==> config.mk <==
export PLATFORM = sky130hd
export DESIGN_NAME = adaptive_heat_cool_power_regulator
export DESIGN_NICKNAME = d
export VERILOG_FILES = /design/src/hdl/ahcpr_pkg.sv /design/src/hdl/ahcpr_accum.sv /design/src/hdl/ahcpr_avg.sv /design/src/hdl/ahcpr_ctrl.sv /design/src/hdl/adaptive_heat_cool_power_regulator.sv
export SDC_FILE = /design/constraint.sdc
export NUM_CORES = 1
export LEC_CHECK = 0
export ABC_AREA = 1
export BUFFER_PORTS_ARGS = -buffer_cell sky130_fd_sc_hd__buf_2
export CORE_MARGIN = 5
export CORE_UTILIZATION = 25
export CTS_BUF_LIST = sky130_fd_sc_hd__clkbuf_2 sky130_fd_sc_hd__clkbuf_4 sky130_fd_sc_hd__clkbuf_8
export CTS_CLUSTER_DIAMETER = 120
export CTS_CLUSTER_SIZE = 14
export DETAILED_ROUTE_END_ITERATION = 10
export PLACE_DENSITY = 0.38
export SLEW_MARGIN = 15
export SYNTH_ARGS = -nofsm -noshare
export SYNTH_HDL_FRONTEND = slang
export SYNTH_HIERARCHICAL = 1
export SYNTH_SLANG_ARGS = --single-unit
==> constraint.sdc <==
create_clock -name clk_i -period 5.1 [get_ports clk_i]
set_input_delay 1.02 -clock clk_i [delete_from_list [all_inputs] [get_ports clk_i]]
set_output_delay 1.02 -clock clk_i [all_outputs]
set_load 0.05 [all_outputs]
==> src/hdl/ahcpr_pkg.sv <==
// ----------------------------------------------------------------------------
// ahcpr_pkg
// Shared widths, constants and stage types of the heat/cool power regulator.
// ----------------------------------------------------------------------------
package ahcpr_pkg;

  localparam int unsigned SAMPLE_W  = 12;
  localparam int unsigned LEVEL_W   = 12;
  localparam int unsigned SUM_W     = 20;
  localparam int unsigned COUNT_W   = 8;
  localparam int unsigned POWER_W   = 8;
  localparam int unsigned PROBE_W   = 4;

  // reciprocal divide: exact for any SUM_W-bit sum and divisor below 2**COUNT_W
  localparam int unsigned DIV_SHIFT = SUM_W + COUNT_W;
  localparam int unsigned RECIP_W   = DIV_SHIFT + 1;
  localparam int unsigned PROD_W    = SUM_W + RECIP_W;

  localparam logic [POWER_W-1:0] POWER_MAX   = '1;
  localparam logic [POWER_W-1:0] POWER_STEP  = POWER_W'(1);
  localparam logic [PROBE_W:0]   PROBE_LIMIT = (PROBE_W+1)'(10);

  // completed bucket, from accumulator to divider
  typedef struct packed {
    logic             vld;
    logic [SUM_W-1:0] sum;
  } bucket_t;

  // bucket average, from divider to regulator
  typedef struct packed {
    logic               vld;
    logic [LEVEL_W-1:0] level;
  } avg_t;

endpackage

==> src/hdl/ahcpr_accum.sv <==
// ----------------------------------------------------------------------------
// ahcpr_accum
// Sums accepted samples into buckets and registers each completed bucket sum.
// ----------------------------------------------------------------------------
module ahcpr_accum #(
  parameter int unsigned BUCKET_SIZE = 16
) (
  input  logic                              clk_i,
  input  logic                              rst_ni,
  input  logic                              en_i,
  input  logic                              in_valid_i,
  input  logic [ahcpr_pkg::SAMPLE_W-1:0]    adc_sample_i,
  input  logic                              cfg_we_i,
  output ahcpr_pkg::bucket_t                bucket_o
);

  logic [ahcpr_pkg::SUM_W-1:0]   sum_q, sum_d;
  logic [ahcpr_pkg::COUNT_W-1:0] count_q, count_inc;
  logic                          take, full;
  logic                          bkt_vld_q;
  logic [ahcpr_pkg::SUM_W-1:0]   bkt_sum_q;

  assign take      = in_valid_i & en_i;
  assign sum_d     = sum_q + ahcpr_pkg::SUM_W'(adc_sample_i);
  assign count_inc = count_q + ahcpr_pkg::COUNT_W'(1);
  assign full      = (count_inc == ahcpr_pkg::COUNT_W'(BUCKET_SIZE));

  always_ff @(posedge clk_i or negedge rst_ni) begin
    if (!rst_ni) begin
      sum_q   <= '0;
      count_q <= '0;
    end else if (cfg_we_i) begin
      sum_q   <= '0;
      count_q <= '0;
    end else if (take) begin
      if (full) begin
        sum_q   <= '0;
        count_q <= '0;
      end else begin
        sum_q   <= sum_d;
        count_q <= count_inc;
      end
    end
  end

  always_ff @(posedge clk_i or negedge rst_ni) begin
    if (!rst_ni) begin
      bkt_vld_q <= 1'b0;
    end else if (en_i) begin
      bkt_vld_q <= take & full;
    end
  end

  always_ff @(posedge clk_i) begin
    if (en_i && take && full) begin
      bkt_sum_q <= sum_d;
    end
  end

  assign bucket_o.vld = bkt_vld_q;
  assign bucket_o.sum = bkt_sum_q;

endmodule

==> src/hdl/ahcpr_avg.sv <==
// ----------------------------------------------------------------------------
// ahcpr_avg
// Bucket average by multiplication with a rounded-up reciprocal of the size.
// ----------------------------------------------------------------------------
module ahcpr_avg #(
  parameter int unsigned BUCKET_SIZE = 16
) (
  input  logic               clk_i,
  input  logic               rst_ni,
  input  logic               en_i,
  input  ahcpr_pkg::bucket_t bucket_i,
  output ahcpr_pkg::avg_t    avg_o
);

  localparam longint unsigned RECIP_FULL =
    ((64'd1 << ahcpr_pkg::DIV_SHIFT) + 64'(BUCKET_SIZE) - 64'd1) / 64'(BUCKET_SIZE);
  localparam logic [ahcpr_pkg::RECIP_W-1:0] RECIP = ahcpr_pkg::RECIP_W'(RECIP_FULL);

  logic [ahcpr_pkg::PROD_W-1:0]  prod;
  logic                          vld_q;
  logic [ahcpr_pkg::LEVEL_W-1:0] level_q;

  assign prod = ahcpr_pkg::PROD_W'(bucket_i.sum) * ahcpr_pkg::PROD_W'(RECIP);

  always_ff @(posedge clk_i or negedge rst_ni) begin
    if (!rst_ni) begin
      vld_q <= 1'b0;
    end else if (en_i) begin
      vld_q <= bucket_i.vld;
    end
  end

  always_ff @(posedge clk_i) begin
    if (en_i && bucket_i.vld) begin
      level_q <= prod[ahcpr_pkg::DIV_SHIFT +: ahcpr_pkg::LEVEL_W];
    end
  end

  assign avg_o.vld   = vld_q;
  assign avg_o.level = level_q;

endmodule

==> src/hdl/ahcpr_ctrl.sv <==
// ----------------------------------------------------------------------------
// ahcpr_ctrl
// Regulator state: target crossing, heat/cool power adaptation, result register.
// ----------------------------------------------------------------------------
module ahcpr_ctrl #(
  parameter int unsigned HEAT_PERIOD = 100
) (
  input  logic                            clk_i,
  input  logic                            rst_ni,
  input  logic                            en_i,
  input  ahcpr_pkg::avg_t                 avg_i,
  input  logic                            cfg_we_i,
  input  logic [ahcpr_pkg::LEVEL_W-1:0]   target_level_i,
  output logic                            out_valid_o,
  output logic [ahcpr_pkg::POWER_W-1:0]   drive_power_o,
  output logic [ahcpr_pkg::LEVEL_W-1:0]   average_level_o,
  output logic                            target_reached_o,
  output logic                            heater_stable_o
);

  localparam logic [ahcpr_pkg::POWER_W-1:0] HEAT_RST = ahcpr_pkg::POWER_W'(HEAT_PERIOD);

  logic [ahcpr_pkg::LEVEL_W-1:0] target_q, cur_q, start_q;
  logic [ahcpr_pkg::POWER_W-1:0] heat_q, heat_d, floor_q, floor_d;
  logic [ahcpr_pkg::POWER_W-1:0] cool_q, cool_d, ceil_q, ceil_d;
  logic [ahcpr_pkg::PROBE_W-1:0] probe_q;
  logic [ahcpr_pkg::PROBE_W:0]   probe_d;
  logic                          heating_q, heating_d;
  logic                          reached_q, reached_d;
  logic [ahcpr_pkg::LEVEL_W-1:0] avg, st;
  logic                          below, st_below, fall, rise;
  logic [ahcpr_pkg::POWER_W-1:0] power;
  logic                          stable;
  logic                          step;

  logic                          out_vld_q;
  logic [ahcpr_pkg::POWER_W-1:0] power_q;
  logic [ahcpr_pkg::LEVEL_W-1:0] level_q;
  logic                          reached_out_q, stable_q;

  assign step = en_i & avg_i.vld;

  always_comb begin
    avg       = avg_i.level;
    // a zero start level counts as unset
    st        = (start_q == '0) ? avg : start_q;
    below     = avg < target_q;
    st_below  = st < target_q;
    fall      = avg <= cur_q;
    rise      = avg >= cur_q;
    reached_d = reached_q | (avg == target_q) | (st == target_q) | (below != st_below);

    heat_d    = heat_q;
    floor_d   = floor_q;
    cool_d    = cool_q;
    ceil_d    = ceil_q;
    heating_d = heating_q;
    probe_d   = {1'b0, probe_q};

    if (below) begin
      power = heat_q;
      if (heating_q) begin
        if (fall && heat_q == floor_q) begin
          if (probe_q != '0) begin
            probe_d = '0;
            heat_d  = (floor_q == ahcpr_pkg::POWER_MAX) ? ahcpr_pkg::POWER_MAX
                                                        : floor_q + ahcpr_pkg::POWER_STEP;
          end else begin
            probe_d = {1'b0, probe_q} + (ahcpr_pkg::PROBE_W+1)'(2);
          end
        end else if (fall) begin
          probe_d = {1'b0, probe_q} + (ahcpr_pkg::PROBE_W+1)'(1);
        end
      end else begin
        if (reached_d && cool_q < heat_q && ceil_q == cool_q) begin
          ceil_d = ceil_q + ahcpr_pkg::POWER_W'(1);
          cool_d = cool_q + ahcpr_pkg::POWER_W'(1);
        end
        probe_d   = '0;
        heating_d = 1'b1;
      end
    end else begin
      power = cool_q;
      if (!heating_q) begin
        if (rise && ceil_q > ahcpr_pkg::POWER_STEP && cool_q == ceil_q) begin
          // step back clears the count, then the flat/rising count adds one
          if (probe_q != '0) begin
            probe_d = (ahcpr_pkg::PROBE_W+1)'(1);
            cool_d  = ceil_q - ahcpr_pkg::POWER_STEP;
          end else begin
            probe_d = (ahcpr_pkg::PROBE_W+1)'(2);
          end
        end else if (rise) begin
          probe_d = {1'b0, probe_q} + (ahcpr_pkg::PROBE_W+1)'(1);
        end
      end else begin
        if (reached_d && cool_q < heat_q && floor_q == heat_q) begin
          heat_d  = heat_q - ahcpr_pkg::POWER_W'(1);
          floor_d = floor_q - ahcpr_pkg::POWER_W'(1);
        end
        probe_d   = '0;
        heating_d = 1'b0;
      end
    end

    if (probe_d > ahcpr_pkg::PROBE_LIMIT) begin
      heat_d  = HEAT_RST;
      floor_d = HEAT_RST;
      cool_d  = '0;
      ceil_d  = '0;
      probe_d = '0;
    end

    stable = (heat_d > floor_d) && (ceil_d > cool_d);
  end

  always_ff @(posedge clk_i or negedge rst_ni) begin
    if (!rst_ni) begin
      target_q  <= '0;
      cur_q     <= '0;
      start_q   <= '0;
      heat_q    <= HEAT_RST;
      floor_q   <= HEAT_RST;
      cool_q    <= '0;
      ceil_q    <= '0;
      probe_q   <= '0;
      heating_q <= 1'b0;
      reached_q <= 1'b0;
    end else if (cfg_we_i) begin
      // re-arm; heating direction is kept
      target_q  <= target_level_i;
      start_q   <= cur_q;
      reached_q <= 1'b0;
      heat_q    <= HEAT_RST;
      floor_q   <= HEAT_RST;
      cool_q    <= '0;
      ceil_q    <= '0;
      probe_q   <= '0;
    end else if (step) begin
      cur_q     <= avg;
      start_q   <= st;
      reached_q <= reached_d;
      heat_q    <= heat_d;
      floor_q   <= floor_d;
      cool_q    <= cool_d;
      ceil_q    <= ceil_d;
      probe_q   <= probe_d[ahcpr_pkg::PROBE_W-1:0];
      heating_q <= heating_d;
    end
  end

  always_ff @(posedge clk_i or negedge rst_ni) begin
    if (!rst_ni) begin
      out_vld_q <= 1'b0;
    end else if (en_i) begin
      out_vld_q <= avg_i.vld;
    end
  end

  always_ff @(posedge clk_i) begin
    if (step) begin
      power_q       <= power;
      level_q       <= avg;
      reached_out_q <= reached_d;
      stable_q      <= stable;
    end
  end

  assign out_valid_o      = out_vld_q;
  assign drive_power_o    = power_q;
  assign average_level_o  = level_q;
  assign target_reached_o = reached_out_q;
  assign heater_stable_o  = stable_q;

endmodule

==> src/hdl/adaptive_heat_cool_power_regulator.sv <==
// ----------------------------------------------------------------------------
// adaptive_heat_cool_power_regulator
// Bucket-averaging temperature regulator with adaptive heat and cool power.
// ----------------------------------------------------------------------------
// Usage:
//   Input channel (in_valid_i/in_ready_o, adc_sample_i) takes one raw sample
//   per transfer. Every BUCKET_SIZE samples one result is produced on the
//   output channel (out_valid_o/out_ready_i): drive power, bucket average,
//   target-reached flag and stability flag. Other samples give no result.
//   out_valid_o rises for a bucket-completing sample after it passes the
//   registers in order: accumulate register loads at the transfer, then
//   reciprocal multiply, then regulator update.
//   Throughput: one sample per cycle while the receiver does not stall; the three stages each hold one item.
//   A stalled receiver freezes all three stages together and drops
//   in_ready_o, so in_ready_o = !out_valid_o || out_ready_i.
//   cfg_we_i writes target_level_i and re-arms the regulator; write only when
//   the block is idle.
//   Reset clears the bucket, levels and flags; powers return to HEAT_PERIOD
//   for heat and zero for cool. No clearing pass is needed.
// ----------------------------------------------------------------------------
module adaptive_heat_cool_power_regulator #(
  parameter int unsigned HEAT_PERIOD = 100,
  parameter int unsigned BUCKET_SIZE = 16
) (
  input  logic                            clk_i,
  input  logic                            rst_ni,
  input  logic                            in_valid_i,
  output logic                            in_ready_o,
  input  logic [ahcpr_pkg::SAMPLE_W-1:0]  adc_sample_i,
  output logic                            out_valid_o,
  input  logic                            out_ready_i,
  output logic [ahcpr_pkg::POWER_W-1:0]   drive_power_o,
  output logic [ahcpr_pkg::LEVEL_W-1:0]   average_level_o,
  output logic                            target_reached_o,
  output logic                            heater_stable_o,
  input  logic                            cfg_we_i,
  input  logic [ahcpr_pkg::LEVEL_W-1:0]   target_level_i
);

  logic               en;
  ahcpr_pkg::bucket_t bucket;
  ahcpr_pkg::avg_t    avg;

  assign en         = ~out_valid_o | out_ready_i;
  assign in_ready_o = en;

  ahcpr_accum #(
    .BUCKET_SIZE(BUCKET_SIZE)
  ) u_accum (
    .clk_i       (clk_i),
    .rst_ni      (rst_ni),
    .en_i        (en),
    .in_valid_i  (in_valid_i),
    .adc_sample_i(adc_sample_i),
    .cfg_we_i    (cfg_we_i),
    .bucket_o    (bucket)
  );

  ahcpr_avg #(
    .BUCKET_SIZE(BUCKET_SIZE)
  ) u_avg (
    .clk_i   (clk_i),
    .rst_ni  (rst_ni),
    .en_i    (en),
    .bucket_i(bucket),
    .avg_o   (avg)
  );

  ahcpr_ctrl #(
    .HEAT_PERIOD(HEAT_PERIOD)
  ) u_ctrl (
    .clk_i           (clk_i),
    .rst_ni          (rst_ni),
    .en_i            (en),
    .avg_i           (avg),
    .cfg_we_i        (cfg_we_i),
    .target_level_i  (target_level_i),
    .out_valid_o     (out_valid_o),
    .drive_power_o   (drive_power_o),
    .average_level_o (average_level_o),
    .target_reached_o(target_reached_o),
    .heater_stable_o (heater_stable_o)
  );

endmodule

==> summary.md <==
| Metric | Value |
|---|---|
| Status | finished, final reports clean |
| Achievable frequency | 0.2181 GHz |
| Chip height | 214.7 um |
| Die Wd | 214.7 um |
| Worst r2r src | u_ctrl/start_q[3] |
| H-Tree Level Count | 4 |
| Worst r2r dst | u_ctrl/heater_stable_o |
| Number of I/O pins | 53 |
| CTS tree | done |
| Mapped Cells | 1424 |
| Setup crit end kind | flip-flop |
| Crit-path max FO | 9 |
| Yosys Warn Count | 6 |
| Sink Count | 147 |
| Initial drt markers | 508 |
| Number of global-route vias before repair | 9051 |
| Total core area | 41670 um^2 |
| Sequential power share | 0.466 |
| Cells on worst reg2reg path | 25 |
| Hold Vio Cnt, Final | 0 |
| Final Max Tran Viols | 0 |
| # diodes | 0 |
| Total Die Area | 46090 um^2 |
| Syn Std Cell Area | 10470 um^2 |
| Pin count of the biggest net entering global routing | 61 |
| Final WS setup | 0.5153 ns |
| CP Class | reg -> reg |
| Combinational power share | 0.208 |
| PostCTS Resize Cnt | 0 |
| Crit path to | u_ctrl/heater_stable_o |
| Net Switching | 0.9466 mW |
| CP startpoint | u_ctrl/start_q[3] |
| Nets | 1580 |
| Slack of the worst reg-to-reg path | 0.52 ns |
| Root Buffer | clkbuf_8 |
| Place WS | 0.3140 ns |
| Tcrit/Tclk final | 0.8990 |
| Initial Utilization | 0.2514 |
| Worst Hold Class | reg -> reg |
| CTS buffer count | 17 |
| Worst-margin pin slew | 0.9387 ns |
| Worst EP required | 5.47 ns |
| Hold_buf cts | 0 |
| Worst-skew pair later-pin latency | 0.54 ns |
| VDD IR-drop max | 0.1435 mV |
| Detailed-placement wirelength estimate | 23730 um |
| Wirelength per Cell | 15.75 um |
| Worst EP arrival | 4.96 ns |
| Via Count | 9243 |
| Sw frac | 0.3433 |
| Clock buffer depth | 2 |
| Final wirelength | 31820 um |
| DR DRC count | 0 |
| Final setup skew | 0.01630 ns |
| Int Pwr | 1.811 mW |
| Leak Pwr | 5.663 nW |
| Antenna-violating nets left | 0 |
| Number of max-cap violations | 0 |
| GP Congestion | 0.8345 |
| Rows | 75 |
| Placed cells | 1988 |
| Clock-pin slew on the worst setup and hold paths | 0.10 ns |
| Global-route wire length before repair | 51200 um |
| Share of cells above drive strength 1 | 0.1202 |
| Gr usage total | 0.1410 |
| Rel. slew slack | 0.3708 |
| Drt first pass iters | 5 |
| Tmin final | 4.585 ns |
| Power Dens Cells | 236.0 nW/um^2 |
| Initial antenna violation count | 0 |
| Clk pwr share | 0.326 |
| Via-to-Cell Ratio | 4.576 |
| Syn Area/Cell | 7.355 um^2 |
| Non-filler cells, final | 2020 |
| Setup_tns | 0 ns |
| PortBufs | 52 |
| Post-CTS repair timing setup buffer count | 0 |
| Area Growth Syn to Fin | 11.54% |
| Startpoint Class | flip-flop |
| GRT Residual Overflow | 0 |
| Final setup viols | 0 |
| RSZ-0062 raised after global routing | false |
| Syn_nets | 1536 |
layer usage:
metal / part of all wire / track usage / up-vias
met5: 0 / 0 / -
met4: 0.017 / 0.04638 / 0
met3: 0.029 / 0.02555 / 31
met2: 0.45 / 0.2178 / 137
met1: 0.50 / 0.1995 / 4352
li1: - / - / 4723
worst min path at each step:
stage / slack, ns / depth (start not counted) / from / to
3_3_place_gp: 0.40 / 0 / u_accum/bkt_sum_q[15] / u_avg/level_q[11]
2_1_floorplan: 0.40 / 0 / u_accum/bkt_sum_q[4] / u_avg/level_q[0]
5_1_grt: 0.44 / 1 / rst_ni / u_accum/sum_q[9]
3_5_place_dp: 0.41 / 0 / u_accum/bkt_sum_q[15] / u_avg/level_q[11]
4_1_cts: 0.39 / 1 / rst_ni / u_accum/sum_q[9]
6_report: 0.42 / 0 / u_accum/bkt_sum_q[15] / u_avg/level_q[11]
area by class of cell:
| type | instances | area (um^2) |
|---|---|---|
| clock inverter | 13 | 100.1 |
| sequential | 147 | 3916 |
| fill | 4664 | 29980 |
| tap | 539 | 674.4 |
| timing repair buffer | 64 | 352.8 |
| inverter | 202 | 759.5 |
| clock buffer | 19 | 255.2 |
| multi-input combinational | 1036 | 5624 |
power groups by stage:
stage	Combinational (mW)	Clock, mW	Sequential [mW]
global route	0.664	0.996	1.29
floorplan	0.406	0	1.30
CTS	0.582	0.959	1.29
global placement	0.579	0	1.31
finish	0.572	0.899	1.29
detailed placement	0.579	0	1.31
metrics by stage:
step                      area (um^2)    util  total power [mW]  hold WS (ns)
after floorplan                 10470       -             1.710        0.4003
after global placement          11320  0.2717             1.889        0.4005
after detailed placement        11320  0.2717             1.889        0.4063
after CTS                       11680  0.2802             2.827        0.3947
after global routing            11680  0.2804             2.952        0.4361
final                           11680  0.2804             2.757        0.4225
cells in the final DEF, fill, tap and decap left out, types with 4 or more instances in the layout:
cell / instances
o21ai_0: 83
nand2_1: 468
inv_6: 5
xor2_1: 18
nand3_2: 5
nand4_1: 23
inv_2: 15
o221ai_1: 8
o22ai_1: 4
o211ai_1: 13
buf_4: 13
buf_2: 51
dfrtp_1: 95
nand2_2: 9
inv_1: 185
clkbuf_8: 18
nand3_1: 76
nor2_4: 13
nor3_1: 19
o21ai_1: 18
xnor2_1: 8
nor2_2: 19
dfstp_2: 6
edfxtp_1: 46
nor2_1: 76
a21oi_1: 61
ha_1: 82
sequential cells by signal, summed over array words and instances, names as in the netlist, 12 cells and up:
name,flops
u_ctrl/average_level_o,12
u_ctrl/start_q,12
u_accum/sum_q,16
u_ctrl/target_q,12
u_avg/level_q,12
u_accum/bkt_sum_q,12
u_ctrl/cur_q,12
worst max-delay path, cell delays in order (launching register included):
cell	delay [ns]
dfrtp_1	0.37
inv_1	0.11
nand4_1	0.11
nor2_1	0.28
nand2_1	0.14
inv_1	0.27
nand2_1	0.13
nand2_1	0.08
ha_1	0.24
a21o_1	0.16
nor2_1	0.14
nand2_1	0.07
nor2_1	0.08
nand2_1	0.09
nand3_4	0.18
nand3_2	0.22
nor2_2	0.24
nand2_1	0.11
xor2_1	0.16
nand3_1	0.10
inv_1	0.05
ha_1	0.26
nand2_1	0.09
o21ai_0	0.30
a21oi_1	0.16
a311oi_1	0.26
(Power assumes the default switching activity.)
